### src/hdl/opst_pkg.sv
// Shared types and constants of the shortest-path open-set table.
// Holds command and status codes, sequencer states and the compare flag bundle.
// No dependencies.
package opst_pkg;

	// fixed field widths of the ports
	localparam int NODE_PORT_W = 16;
	localparam int DIST_W      = 32;

	// distance value meaning "unreachable"
	localparam logic [DIST_W-1:0] INF_DIST = '1;

	// command codes
	localparam logic [2:0] CMD_INSERT = 3'd0;
	localparam logic [2:0] CMD_UPDATE = 3'd1;
	localparam logic [2:0] CMD_REMOVE = 3'd2;
	localparam logic [2:0] CMD_QUERY  = 3'd3;
	localparam logic [2:0] CMD_MIN    = 3'd4;

	// status codes
	localparam logic [1:0] STAT_OK       = 2'd0;
	localparam logic [1:0] STAT_NOTFOUND = 2'd1;
	localparam logic [1:0] STAT_FULL     = 2'd2;
	localparam logic [1:0] STAT_EMPTY    = 2'd3;

	// sequencer states
	typedef enum logic [1:0] {
		S_IDLE,
		S_SCAN,
		S_FINISH
	} state_t;

	// result of the shared compare unit
	typedef struct packed {
		logic node_eq;
		logic dist_lt;
		logic pred_eq;
	} cmp_flags_t;

endpackage

### src/hdl/opst_ram.sv
// Generic single-write, single-read RAM with registered read data.
// No dependencies.
module opst_ram #(
	parameter int WIDTH = 64,
	parameter int DEPTH = 64
) (
	input  logic                     clk,
	input  logic                     we,
	input  logic [$clog2(DEPTH)-1:0] waddr,
	input  logic [WIDTH-1:0]         wdata,
	input  logic                     re,
	input  logic [$clog2(DEPTH)-1:0] raddr,
	output logic [WIDTH-1:0]         rdata
);

	logic [WIDTH-1:0] mem [DEPTH];

	// write port
	always_ff @(posedge clk) begin
		if (we) begin
			mem[waddr] <= wdata;
		end
	end

	// registered read port
	always_ff @(posedge clk) begin
		if (re) begin
			rdata <= mem[raddr];
		end
	end

endmodule

### src/hdl/opst_cmp.sv
// Shared compare unit: checks one table entry against the search key.
// Depends on opst_pkg.
module opst_cmp #(
	parameter int NW = 16
) (
	input  logic [NW-1:0]                  entry_node,
	input  logic [opst_pkg::DIST_W-1:0]    entry_dist,
	input  logic [NW-1:0]                  entry_pred,
	input  logic [NW-1:0]                  key_node,
	input  logic [opst_pkg::DIST_W-1:0]    best_dist,
	input  logic [NW-1:0]                  key_src,
	output opst_pkg::cmp_flags_t           flags
);

	// node match, strict distance improvement, predecessor match
	always_comb begin
		flags.node_eq = (entry_node == key_node);
		flags.dist_lt = (entry_dist < best_dist);
		flags.pred_eq = (entry_pred == key_src);
	end

endmodule

### src/hdl/shortest_path_open_set_table_unit.sv
// Top level of the shortest-path open-set table: sequencer, table RAM, output register.
// Depends on opst_pkg, opst_ram and opst_cmp.
//
// Usage:
//   Input channel (in_valid/in_ready) carries one command transaction: cmd, node,
//   pred_in, dist_in, edge_source. Output channel (out_valid/out_ready) returns
//   exactly one result transaction per command: status, dist_out, pred_out,
//   edge_match, min_node. Commands are served one at a time, in order.
//   The table lives in one RAM with one read and one write port. Each command
//   scans the stored entries, one RAM read per cycle, through one shared compare
//   unit. Insert, update and query stop at the first matching entry; remove
//   keeps scanning and moves each later entry down by one as it is read;
//   minimum reads every entry. Unused command codes read no entries. in_ready
//   is high only while the sequencer is idle, so a new command is taken only
//   after the result of the last one has been loaded into the output register.
//   Reset empties the table (entry count zero); RAM contents are not cleared.
//   A finished result waits in the output register while out_ready is low; the
//   sequencer holds its result until that register frees, and meanwhile takes
//   no new command.
module shortest_path_open_set_table_unit #(
	parameter int MAX_ENTRIES = 64,
	parameter int NODE_BITS   = 16
) (
	input  logic        clk,
	input  logic        arst_n,
	input  logic        in_valid,
	output logic        in_ready,
	input  logic [2:0]  cmd,
	input  logic [15:0] node,
	input  logic [15:0] pred_in,
	input  logic [31:0] dist_in,
	input  logic [15:0] edge_source,
	output logic        out_valid,
	input  logic        out_ready,
	output logic [1:0]  status,
	output logic [31:0] dist_out,
	output logic [15:0] pred_out,
	output logic        edge_match,
	output logic [15:0] min_node
);

	localparam int AW = $clog2(MAX_ENTRIES);
	localparam int CW = $clog2(MAX_ENTRIES + 1);
	localparam int NW = (NODE_BITS < 16) ? NODE_BITS : 16;
	localparam int DW = opst_pkg::DIST_W;
	localparam int PW = opst_pkg::NODE_PORT_W;
	localparam int MW = 2 * NW + DW;
	localparam logic [CW-1:0] MAX_CNT = CW'(MAX_ENTRIES);
	localparam logic [PW-1:0] NO_ID16 = PW'((32'd1 << NW) - 32'd1);

	opst_pkg::state_t state_q, state_d;

	// latched command
	logic [2:0]    cmd_q;
	logic [NW-1:0] node_q, pred_q, src_q;
	logic [DW-1:0] dist_q;

	// table and scan control
	logic [CW-1:0] count_q;
	logic [CW-1:0] rd_ptr_q;
	logic          chk_v_q;
	logic [AW-1:0] chk_idx_q;
	logic          found_q;
	logic [AW-1:0] hit_idx_q;
	logic [DW-1:0] hit_dist_q;
	logic [NW-1:0] hit_pred_q;
	logic          match_q;
	logic [DW-1:0] best_dist_q;
	logic [NW-1:0] best_node_q;

	// output register
	logic          out_valid_q;
	logic [1:0]    status_q;
	logic [DW-1:0] dist_out_q;
	logic [PW-1:0] pred_out_q, min_node_q;
	logic          match_out_q;

	// memory port signals
	logic          mem_we;
	logic [AW-1:0] mem_waddr;
	logic [MW-1:0] mem_wdata, rdata;
	logic [NW-1:0] rd_node, rd_pred;
	logic [DW-1:0] rd_dist;

	logic take, issue, scan_done, res_load, stop_find, shift_we, full;
	logic app_we, upd_we, cnt_dec;
	logic [1:0]    res_status;
	logic [DW-1:0] res_dist;
	logic [PW-1:0] res_pred, res_min;
	logic          res_match;
	opst_pkg::cmp_flags_t flags;

	// handshake and scan control
	assign in_ready  = (state_q == opst_pkg::S_IDLE);
	assign take      = in_valid && in_ready;
	assign stop_find = found_q && (cmd_q != opst_pkg::CMD_REMOVE);
	assign issue     = (state_q == opst_pkg::S_SCAN) && (rd_ptr_q < count_q) &&
		(cmd_q <= opst_pkg::CMD_MIN) && !stop_find;
	assign scan_done = (state_q == opst_pkg::S_SCAN) && !issue && !chk_v_q;
	assign res_load  = (state_q == opst_pkg::S_FINISH) && (!out_valid_q || out_ready);
	assign full      = (count_q == MAX_CNT);

	// entry fields of the read word
	assign rd_node = rdata[MW-1 -: NW];
	assign rd_dist = rdata[NW +: DW];
	assign rd_pred = rdata[NW-1:0];

	opst_ram #(
		.WIDTH(MW),
		.DEPTH(MAX_ENTRIES)
	) u_table (
		.clk   (clk),
		.we    (mem_we),
		.waddr (mem_waddr),
		.wdata (mem_wdata),
		.re    (issue),
		.raddr (rd_ptr_q[AW-1:0]),
		.rdata (rdata)
	);

	opst_cmp #(
		.NW(NW)
	) u_cmp (
		.entry_node (rd_node),
		.entry_dist (rd_dist),
		.entry_pred (rd_pred),
		.key_node   (node_q),
		.best_dist  (best_dist_q),
		.key_src    (src_q),
		.flags      (flags)
	);

	// state register
	always_ff @(posedge clk or negedge arst_n) begin
		if (!arst_n) begin
			state_q <= opst_pkg::S_IDLE;
		end else begin
			state_q <= state_d;
		end
	end

	// next state
	always_comb begin
		state_d = state_q;
		unique case (state_q)
			opst_pkg::S_IDLE: begin
				if (take) state_d = opst_pkg::S_SCAN;
			end
			opst_pkg::S_SCAN: begin
				if (scan_done) state_d = opst_pkg::S_FINISH;
			end
			opst_pkg::S_FINISH: begin
				if (res_load) state_d = opst_pkg::S_IDLE;
			end
			default: state_d = opst_pkg::S_IDLE;
		endcase
	end

	// result and final table update once the scan is over
	always_comb begin
		res_status = opst_pkg::STAT_OK;
		res_dist   = '0;
		res_pred   = '0;
		res_match  = 1'b0;
		res_min    = '0;
		app_we     = 1'b0;
		upd_we     = 1'b0;
		cnt_dec    = 1'b0;
		case (cmd_q) inside
			opst_pkg::CMD_INSERT, opst_pkg::CMD_UPDATE: begin
				if (found_q) begin
					upd_we = (cmd_q == opst_pkg::CMD_UPDATE);
				end else if (full) begin
					res_status = opst_pkg::STAT_FULL;
				end else begin
					app_we = 1'b1;
				end
			end
			opst_pkg::CMD_REMOVE: begin
				if (found_q) cnt_dec = 1'b1;
				else res_status = opst_pkg::STAT_NOTFOUND;
			end
			opst_pkg::CMD_QUERY: begin
				if (found_q) begin
					res_dist           = hit_dist_q;
					res_pred[NW-1:0]   = hit_pred_q;
					res_match          = match_q;
				end else begin
					res_status = opst_pkg::STAT_NOTFOUND;
					res_dist   = opst_pkg::INF_DIST;
					res_pred   = NO_ID16;
				end
			end
			opst_pkg::CMD_MIN: begin
				if (count_q == '0) begin
					res_status = opst_pkg::STAT_EMPTY;
					res_min    = NO_ID16;
				end else begin
					res_min[NW-1:0] = best_node_q;
				end
			end
			default: begin
			end
		endcase
	end

	// write port: shift during remove, else append or update at the end
	assign shift_we  = (state_q == opst_pkg::S_SCAN) && chk_v_q &&
		(cmd_q == opst_pkg::CMD_REMOVE) && found_q;
	assign mem_we    = shift_we || (res_load && (app_we || upd_we));
	assign mem_waddr = shift_we ? (chk_idx_q - AW'(1)) :
		(upd_we ? hit_idx_q : count_q[AW-1:0]);
	assign mem_wdata = shift_we ? rdata : {node_q, dist_q, pred_q};

	// control registers
	always_ff @(posedge clk or negedge arst_n) begin
		if (!arst_n) begin
			count_q     <= '0;
			chk_v_q     <= 1'b0;
			out_valid_q <= 1'b0;
		end else begin
			chk_v_q <= issue;
			if (res_load && app_we) begin
				count_q <= count_q + CW'(1);
			end else if (res_load && cnt_dec) begin
				count_q <= count_q - CW'(1);
			end
			if (res_load) begin
				out_valid_q <= 1'b1;
			end else if (out_ready) begin
				out_valid_q <= 1'b0;
			end
		end
	end

	// command latch, scan pointer and check stage
	always_ff @(posedge clk) begin
		if (take) begin
			cmd_q    <= cmd;
			node_q   <= node[NW-1:0];
			pred_q   <= pred_in[NW-1:0];
			dist_q   <= dist_in;
			src_q    <= edge_source[NW-1:0];
			rd_ptr_q <= '0;
			found_q  <= 1'b0;
		end else begin
			if (issue) begin
				rd_ptr_q <= rd_ptr_q + CW'(1);
			end
			if ((state_q == opst_pkg::S_SCAN) && chk_v_q) begin
				if (cmd_q == opst_pkg::CMD_MIN) begin
					if ((chk_idx_q == '0) || flags.dist_lt) begin
						best_dist_q <= rd_dist;
						best_node_q <= rd_node;
					end
				end else if (!found_q && flags.node_eq) begin
					found_q    <= 1'b1;
					hit_idx_q  <= chk_idx_q;
					hit_dist_q <= rd_dist;
					hit_pred_q <= rd_pred;
					match_q    <= flags.pred_eq;
				end
			end
		end
		chk_idx_q <= rd_ptr_q[AW-1:0];
	end

	// output payload register
	always_ff @(posedge clk) begin
		if (res_load) begin
			status_q    <= res_status;
			dist_out_q  <= res_dist;
			pred_out_q  <= res_pred;
			match_out_q <= res_match;
			min_node_q  <= res_min;
		end
	end

	assign out_valid  = out_valid_q;
	assign status     = status_q;
	assign dist_out   = dist_out_q;
	assign pred_out   = pred_out_q;
	assign edge_match = match_out_q;
	assign min_node   = min_node_q;

	// entry count stays within the table
	a_count_max: assert property (@(posedge clk) disable iff (!arst_n)
		count_q <= MAX_CNT)
		else $error("entry count beyond table size");

	// entry count moves only when a result is loaded
	a_count_moves: assert property (@(posedge clk) disable iff (!arst_n)
		!$stable(count_q) |-> $past(res_load))
		else $error("entry count changed outside result load");

	// writes during a scan happen only while closing the gap of a remove
	a_scan_write: assert property (@(posedge clk) disable iff (!arst_n)
		(mem_we && (state_q == opst_pkg::S_SCAN)) |->
		((cmd_q == opst_pkg::CMD_REMOVE) && found_q))
		else $error("table write during scan outside remove");

	// empty-table status carries the no-node code
	a_empty_min: assert property (@(posedge clk) disable iff (!arst_n)
		(out_valid_q && (status_q == opst_pkg::STAT_EMPTY)) |-> (min_node_q == NO_ID16))
		else $error("empty status without no-node code");

endmodule
### config.mk
export PLATFORM = sky130hd
export DESIGN_NAME = shortest_path_open_set_table_unit
export DESIGN_NICKNAME = d
export VERILOG_FILES = /design/src/hdl/opst_pkg.sv /design/src/hdl/opst_ram.sv /design/src/hdl/opst_cmp.sv /design/src/hdl/shortest_path_open_set_table_unit.sv
export SDC_FILE = /design/constraint.sdc
export NUM_CORES = 2
export LEC_CHECK = 0
export BUFFER_PORTS_ARGS = -buffer_cell sky130_fd_sc_hd__buf_2
export CELL_PAD_IN_SITES_DETAIL_PLACEMENT = 1
export CELL_PAD_IN_SITES_GLOBAL_PLACEMENT = 1
export CORE_UTILIZATION = 40
export DETAILED_ROUTE_END_ITERATION = 10
export GPL_ROUTABILITY_DRIVEN = 0
export GPL_TIMING_DRIVEN = 0
export PLACE_DENSITY_LB_ADDON = 0.1
export REMOVE_ABC_BUFFERS = 1
export SLEW_MARGIN = 20
export SYNTH_ARGS = -nofsm -noshare
export SYNTH_HDL_FRONTEND = slang
export SYNTH_SLANG_ARGS = --single-unit
### constraint.sdc
create_clock -name clk -period 6.8 [get_ports clk]
set_input_delay 1.02 -clock clk [delete_from_list [all_inputs] [get_ports clk]]
set_output_delay 1.02 -clock clk [all_outputs]
set_load 0.01 [all_outputs]
* Yosys cells after proc, flatten, opt, wreduce, memory -nomap -nowiden
Memory sizes are Yosys's and may differ from the RTL's. A register that Yosys moved wholly into a read port is not among the register bits.
Index checks and enable logic that the tools add are counted.
** Storage, ports and cells
- RAM bits :: 4096
- Input bits :: 87
- Memories :: 1
- Logic and storage cells :: 118
- Output and inout port bits :: 69
- Flip-flop bits (word level) :: 278
** Cells by class
- Equal/unequal tests :: 13
- Multiplexer cells :: 32
- $lt $le $gt $ge :: 3
- Bitwise gates (word level) :: 4
- Reduce and logical (&&, ||, !) cells :: 38
- Add/subtract/negate cells :: 4
** Memory list
- u_table.mem :: words 64, bits a word 64, read ports 1, clocked after Yosys merged registers in 1, write ports 1, RTL line opst_ram.sv:16 : logic [WIDTH-1:0] mem [DEPTH];
** Operator list (number)
- $mux W64 :: 1
- $eq A16 B16 Y1 :: 2
- $lt A32 B32 Y1 :: 1
- $mux W16 :: 2
- $mux W32 :: 1
- $mux W2 :: 10
- $logic_and A1 B1 Y1 :: 15
- $add A7 B1 Y7 const B :: 2
- $mux W7 :: 2
- $mux W1 :: 13
- $mux W6 :: 2
- $reduce_or A5 Y1 :: 2
- $reduce_and A4 Y1 :: 2
- $eq A7 B7 Y1 const B :: 1
- $logic_not A7 Y1 :: 1
- $lt A7 B7 Y1 :: 1
- $sub A7 B1 Y7 const B :: 1
- $eq A3 B2 Y1 const B :: 2
- $logic_not A6 Y1 :: 1
- $pmux W2 S3 :: 1
- $reduce_and A3 Y1 :: 2
- $sub A6 B1 Y6 const B :: 1
- $logic_not A1 Y1 :: 5
- $logic_or A1 B1 Y1 :: 4
- 14 further kinds :: 19

* Depth between registers and ports, before layout
- Word-level depth :: 9
- Depth in mapped cells :: 13
- Mapped depth without buffers :: 10

* By module
Synthesis repeated with hierarchy kept, for this count alone.
** Second synthesis, totals
- Cells, all modules :: 7398
- Area total of the unflattened synthesis :: 168840.7 um^2
** Modules (own cells, without submodules)
- opst_ram :: cells an instance 6598, times used 1, seq. area each 124919.8 um^2, area an instance 156989.3 um^2
- shortest_path_open_set_table_unit :: cells an instance 649, times used 1, seq. area each 8152.8 um^2, area an instance 10709.0 um^2
- opst_cmp :: cells an instance 151, times used 1, seq. area each 0.0 um^2, area an instance 1142.3 um^2

* Worst setup path after synthesis
Ideal clock, no wire load.
- Path type :: register -> register
- Start point :: reg cmd_q[2]
- End point :: reg hit_dist_q[0], enable pin
- Required time :: 6.192 ns
- Setup time :: 0.608 ns
- Buffers on the path :: 0
- Arrival :: 6.418 ns
- Period minus slack after synthesis :: 7.026 ns
- Setup slack :: -0.226 ns
- Stages on the path, launching flop included :: 5
- Path through :: edfxtp_1 -> nor3b_1 -> nor4_1 -> nand2_1 -> nor4_1
** Between the ends
- Word-level cells in the longest chain between the ends :: 3
** Ends and longest elaborated chain
- from (decl) :: RTL line shortest_path_open_set_table_unit.sv:54 : logic [2:0] cmd_q;
- from (signal assigned) :: RTL line shortest_path_open_set_table_unit.sv:239 : cmd_q <= cmd;
- $eq A3 B3 Y1 :: RTL line shortest_path_open_set_table_unit.sv:251 : if (cmd_q == opst_pkg::CMD_MIN) begin
- $not A1 Y1 (no line)
- $reduce_and A4 Y1 (no line)
- to (signal assigned) :: RTL line shortest_path_open_set_table_unit.sv:259 : hit_dist_q <= rd_dist;
- to (decl) :: RTL line shortest_path_open_set_table_unit.sv:65 : logic [DW-1:0] hit_dist_q;
Every way passes these cells.
A chain may end at the register's enable or synchronous reset.

* Worst setup path in the final report
- Start point :: reg found_q
- End point :: mem u_table.mem[36][27], enable pin
** Between the ends
- Word-level cells in the longest chain between the ends :: 7
** Ends and longest elaborated chain
- from (decl) :: RTL line shortest_path_open_set_table_unit.sv:63 : logic found_q;
- from (signal assigned) :: RTL line shortest_path_open_set_table_unit.sv:245 : found_q <= 1'b0;
- from (signal assigned) :: RTL line shortest_path_open_set_table_unit.sv:257 : found_q <= 1'b1;
- $mux W1 :: RTL line shortest_path_open_set_table_unit.sv:171 : if (found_q) begin
- $mux W1 :: RTL line shortest_path_open_set_table_unit.sv:169 : case (cmd_q) inside
- $logic_or A1 B1 Y1 :: RTL line shortest_path_open_set_table_unit.sv:210 : assign mem_we = shift_we || (res_load && (app_we || upd_we));
- $logic_and A1 B1 Y1 :: RTL line shortest_path_open_set_table_unit.sv:210
- $logic_or A1 B1 Y1 :: RTL line shortest_path_open_set_table_unit.sv:210
- $mux W1 :: RTL line opst_ram.sv:20 : if (we) begin
- $mux W1 (implied by the code) :: RTL line opst_ram.sv:21 : mem[waddr] <= wdata;
- to (decl) :: RTL line opst_ram.sv:16
Several ways; a longest one is shown, not always the timed one.

==> summary.log <==
qor: timing.slew_violations 0
qor: setup_path.cp_data_required_time 7480 ps
qor: timing.fin_crit_sh 0.8241
qor: flow_run.cap_viol_max_count 0
qor: timing.hold_violations 0
qor: hold_path.holdCritPathClass input pin to register
qor: clock_tree.postCtsSetupBuffers 0
qor: floorplanning.chipHeight 652.6 um
qor: finish.area_used_by_multi_input_combinational_logic 34,830 um^2
qor: clock_tree.ctsRootBufferMaster sky130_fd_sc_hd__clkbuf_16
qor: setup_path.critPathArrivalTime 6280 ps
qor: setup_path.crit_path_start_kind register
qor: clock_tree.cts_made_buffers 476
qor: clock_tree.cts_hold_repair.buffers 1
qor: setup_path.cp_max_fanout 38
qor: route.drc_errors 0
qor: setup_path.worst-r2r-cell-count 11
qor: floorplanning.placeable_core_area 420,800 um^2
qor: logic_synthesis.number_of_flops_mapped_to_enable_cells_by_yosys 4,413
qor: hold_path.worstHoldPathCells 1
qor: power_and_ir_drop.fin_total_pwr 70.67 mW
qor: status.outcome completed
qor: power_and_ir_drop.power-per-cell-area 343.7 nW/um^2
qor: timing.setup_viol_count_final 0
qor: route.detail_route.wl_per_cell 39.22 um
qor: finish.area_delta_synth_final 21.43%
qor: grt.via_count_of_the_first_global_routing_pass 87,240
qor: route.post_drt_via_cell_ratio 5.946
qor: grt.antenna_found_initial 19
qor: hold_path.hold_path.startpoint node[1]
qor: grt.global_route_wire_length_before_repair 758.6 mm
qor: route.num_vias 85,220
qor: clock_tree.cts_tree done
qor: setup_path.timing.rr.start found_q$_SDFFE_PP0P_
qor: place.place_hpwl 387.6 mm
qor: clock_tree.worstSkewPairLatency 1010 ps
qor: floorplanning.fp-row-count 238
qor: logic_synthesis.synth.distinct_cells 67
qor: timing.max_slew_margin 0.1801
qor: route.drt_wl_total 562.1 mm
qor: floorplanning.io-pin-count 156
qor: clock_tree.cts_max_level 5
qor: floorplanning.floorplan.initialDensity 0.4024
qor: hold_path.min_to node_q[1]$_DFFE_PP_
qor: clock_tree.cts_sinks 4,438
qor: route.drt-initial-drc-count 9,913
qor: logic_synthesis.yosys_warnings 0
qor: logic_synthesis.synth.yosys.seq_area_share 0.7859
qor: setup_path.timing.rr.end u_table.mem[36][27]$_DFFE_PP_
qor: timing.grt_setup_unrepaired false
qor: logic_synthesis.synth_top_area_frac 0.7826
qor: route.first_pass_iters 5
qor: logic_synthesis.synth_area 169,300 um^2
qor: setup_path.endpoint_kind register
qor: finish.finish.utilization 0.4886
qor: finish.seqCellArea 133,100 um^2
qor: setup_path.crit_type register to register
qor: place.io_buffer_count 155
qor: clock_tree.clockBufferDepth 4
qor: timing.final.setup_skew 42.57 ps
qor: finish.final_layout_size_suffix_gt1_frac 0.3171
qor: power_and_ir_drop.peak_vdd_ir 221.5 uV
qor: grt.global_route.overflow_total 0
qor: logic_synthesis.asyncSetResetFlopFracSynth 0.002479
qor: clock_tree.cts.reportedPaths.clkPinSlew 60 ps
qor: logic_synthesis.synth_top_cell_by_area sky130_fd_sc_hd__edfxtp_1
qor: timing.timing.final.crit_period 5604 ps
qor: power_and_ir_drop.power_leakage 64.69 nW
qor: floorplanning.total_die_area 425,900 um^2
qor: clock_tree.ctsResizeCount 0
qor: grt.track_usage 0.2625
qor: finish.finish.net_count 8,410
qor: finish.layout.filler_cells 36,510
qor: logic_synthesis.syn_area_per_cell 22.93 um^2
qor: timing.worstMarginPinSlew 1226 ps
qor: floorplanning.die-width 652.6 um
qor: logic_synthesis.ys_top_cells_by_area sky130_fd_sc_hd__edfxtp_1 78%, sky130_fd_sc_hd__mux4_2 15%, sky130_fd_sc_hd__mux2i_1 0.98%
qor: logic_synthesis.synth_cells 7,383
qor: timing.clock.fmax 178.5 MHz
qor: grt.grt_max_degree 57
qor: setup_path.r2r_slack 1200 ps
qor: route.antenna_left 0
qor: logic_synthesis.yosys_register_bits 4,438
qor: logic_synthesis.yosys_most_used_dff sky130_fd_sc_hd__edfxtp_1
==> cells in the final DEF (no fill, tap or decap), types with 109 or more instances in the layout <==
cell type                      n
sky130_fd_sc_hd__clkinv_1    130
sky130_fd_sc_hd__mux2i_1     166
sky130_fd_sc_hd__buf_2       162
sky130_fd_sc_hd__buf_16      282
sky130_fd_sc_hd__a21oi_1     116
sky130_fd_sc_hd__clkbuf_1    109
sky130_fd_sc_hd__edfxtp_1   4413
sky130_fd_sc_hd__nand2_1     287
sky130_fd_sc_hd__clkbuf_16   488
sky130_fd_sc_hd__mux4_2     1134
sky130_fd_sc_hd__buf_12      324
==> stage by stage <==
step	cell area, um^2	cells	hold WS, ps	worst slack (ps)	TNS (ps)
after floorplan	167500	7004	431.6	-46980	-8700720
after global placement	175300	12800	452.7	-88180	-
after detailed placement	190700	13440	471.6	1009	0
after CTS	205600	14320	98.24	1207	0
after global routing	205600	14330	145.9	1091	0
final	205600	14330	192.8	1196	0
==> per-layer routing <==
metal / vias to the layer above / GRT usage / part of all wire
met2: 3320 / 0.4338 / 0.49
li1: 33180 / - / -
met5: - / 0 / 0.000023
met3: 860 / 0.03203 / 0.058
met4: 2 / 0.08450 / 0.037
met1: 47860 / 0.3648 / 0.41
==> flip-flops by register name, summed over array words and instances (netlist names), 32 cells and up <==
name	cells
dist_out	32
best_dist_q	32
u_table.mem	4096
dist_q	32
u_table.rdata	64
hit_dist_q	32
==> synthesized netlist by cell type, drive strengths merged, types with 36 or more instances <==
cell type and instances:
edfxtp 4413, inv 94, mux4 1134, o22ai 42, clkbuf 158, a21oi 118, nor3 42, xnor2 36
o21ai 39, ha 45, mux2i 166, buf 221, nor2 149, a221o 37, nand2 352
==> logic make-up after synthesis <==
logic type | synth area share
DFF | 0.7859
muxes | 0.1614
and+or+nand+nor | 0.01558
buffers and inverters | 0.01308
AOI/OAI and AO/OA | 0.01834
adders and majority gates | 0.003443
xor gates and xnor gates | 0.002276
==> area by class of cell <==
class                           instances  share of cell area
Antenna cell                           10           0.0001217
Sequential cell                      4438              0.6474
Multi-Input combinational cell       2471              0.1694
Inverter                               95            0.001905
Clock buffer                          599             0.06152
Timing Repair Buffer                  795             0.07472
Clock inverter                        285             0.01064
Tap cell                             5640             0.03432
==> worst max path at each step <==
| stage | startpoint | end | slack (ps) |
|---|---|---|---|
| after detailed placement | out_ready | u_table.mem[36][55]$_DFFE_PP_ | 1010 |
| after CTS | found_q$_SDFFE_PP0P_ | u_table.mem[36][27]$_DFFE_PP_ | 1210 |
| final | found_q$_SDFFE_PP0P_ | u_table.mem[36][27]$_DFFE_PP_ | 1200 |
| after global routing | found_q$_SDFFE_PP0P_ | u_table.mem[36][27]$_DFFE_PP_ | 1090 |
| after floorplan | rd_ptr_q[0]$_SDFFE_PP0P_ | u_table.rdata[41]$_DFFE_PP_ | -46980 |
| after global placement | rd_ptr_q[0]$_SDFFE_PP0P_ | u_table.rdata[51]$_DFFE_PP_ | -88180 |
==> critical path, cell delays in order (launching register included) <==
cell	delay, ps
sky130_fd_sc_hd__dfxtp_4	640
sky130_fd_sc_hd__buf_16	280
sky130_fd_sc_hd__nor4bb_4	770
sky130_fd_sc_hd__mux2i_1	200
sky130_fd_sc_hd__mux2i_1	240
sky130_fd_sc_hd__a21boi_0	700
sky130_fd_sc_hd__nand2_1	720
sky130_fd_sc_hd__nor2_4	820
sky130_fd_sc_hd__buf_12	270
sky130_fd_sc_hd__buf_16	190
sky130_fd_sc_hd__buf_16	170
sky130_fd_sc_hd__buf_12	190
==> power by group <==
group          internal (mW)  switching, mW  total [mW]  leakage [nW]
Combinational           6.29           6.90        13.2          17.4
Clock                   14.2           10.8        25.0          7.29
Sequential              31.7          0.771        32.5          40.0
No activity file was read; power rests on OpenSTA's default activity.
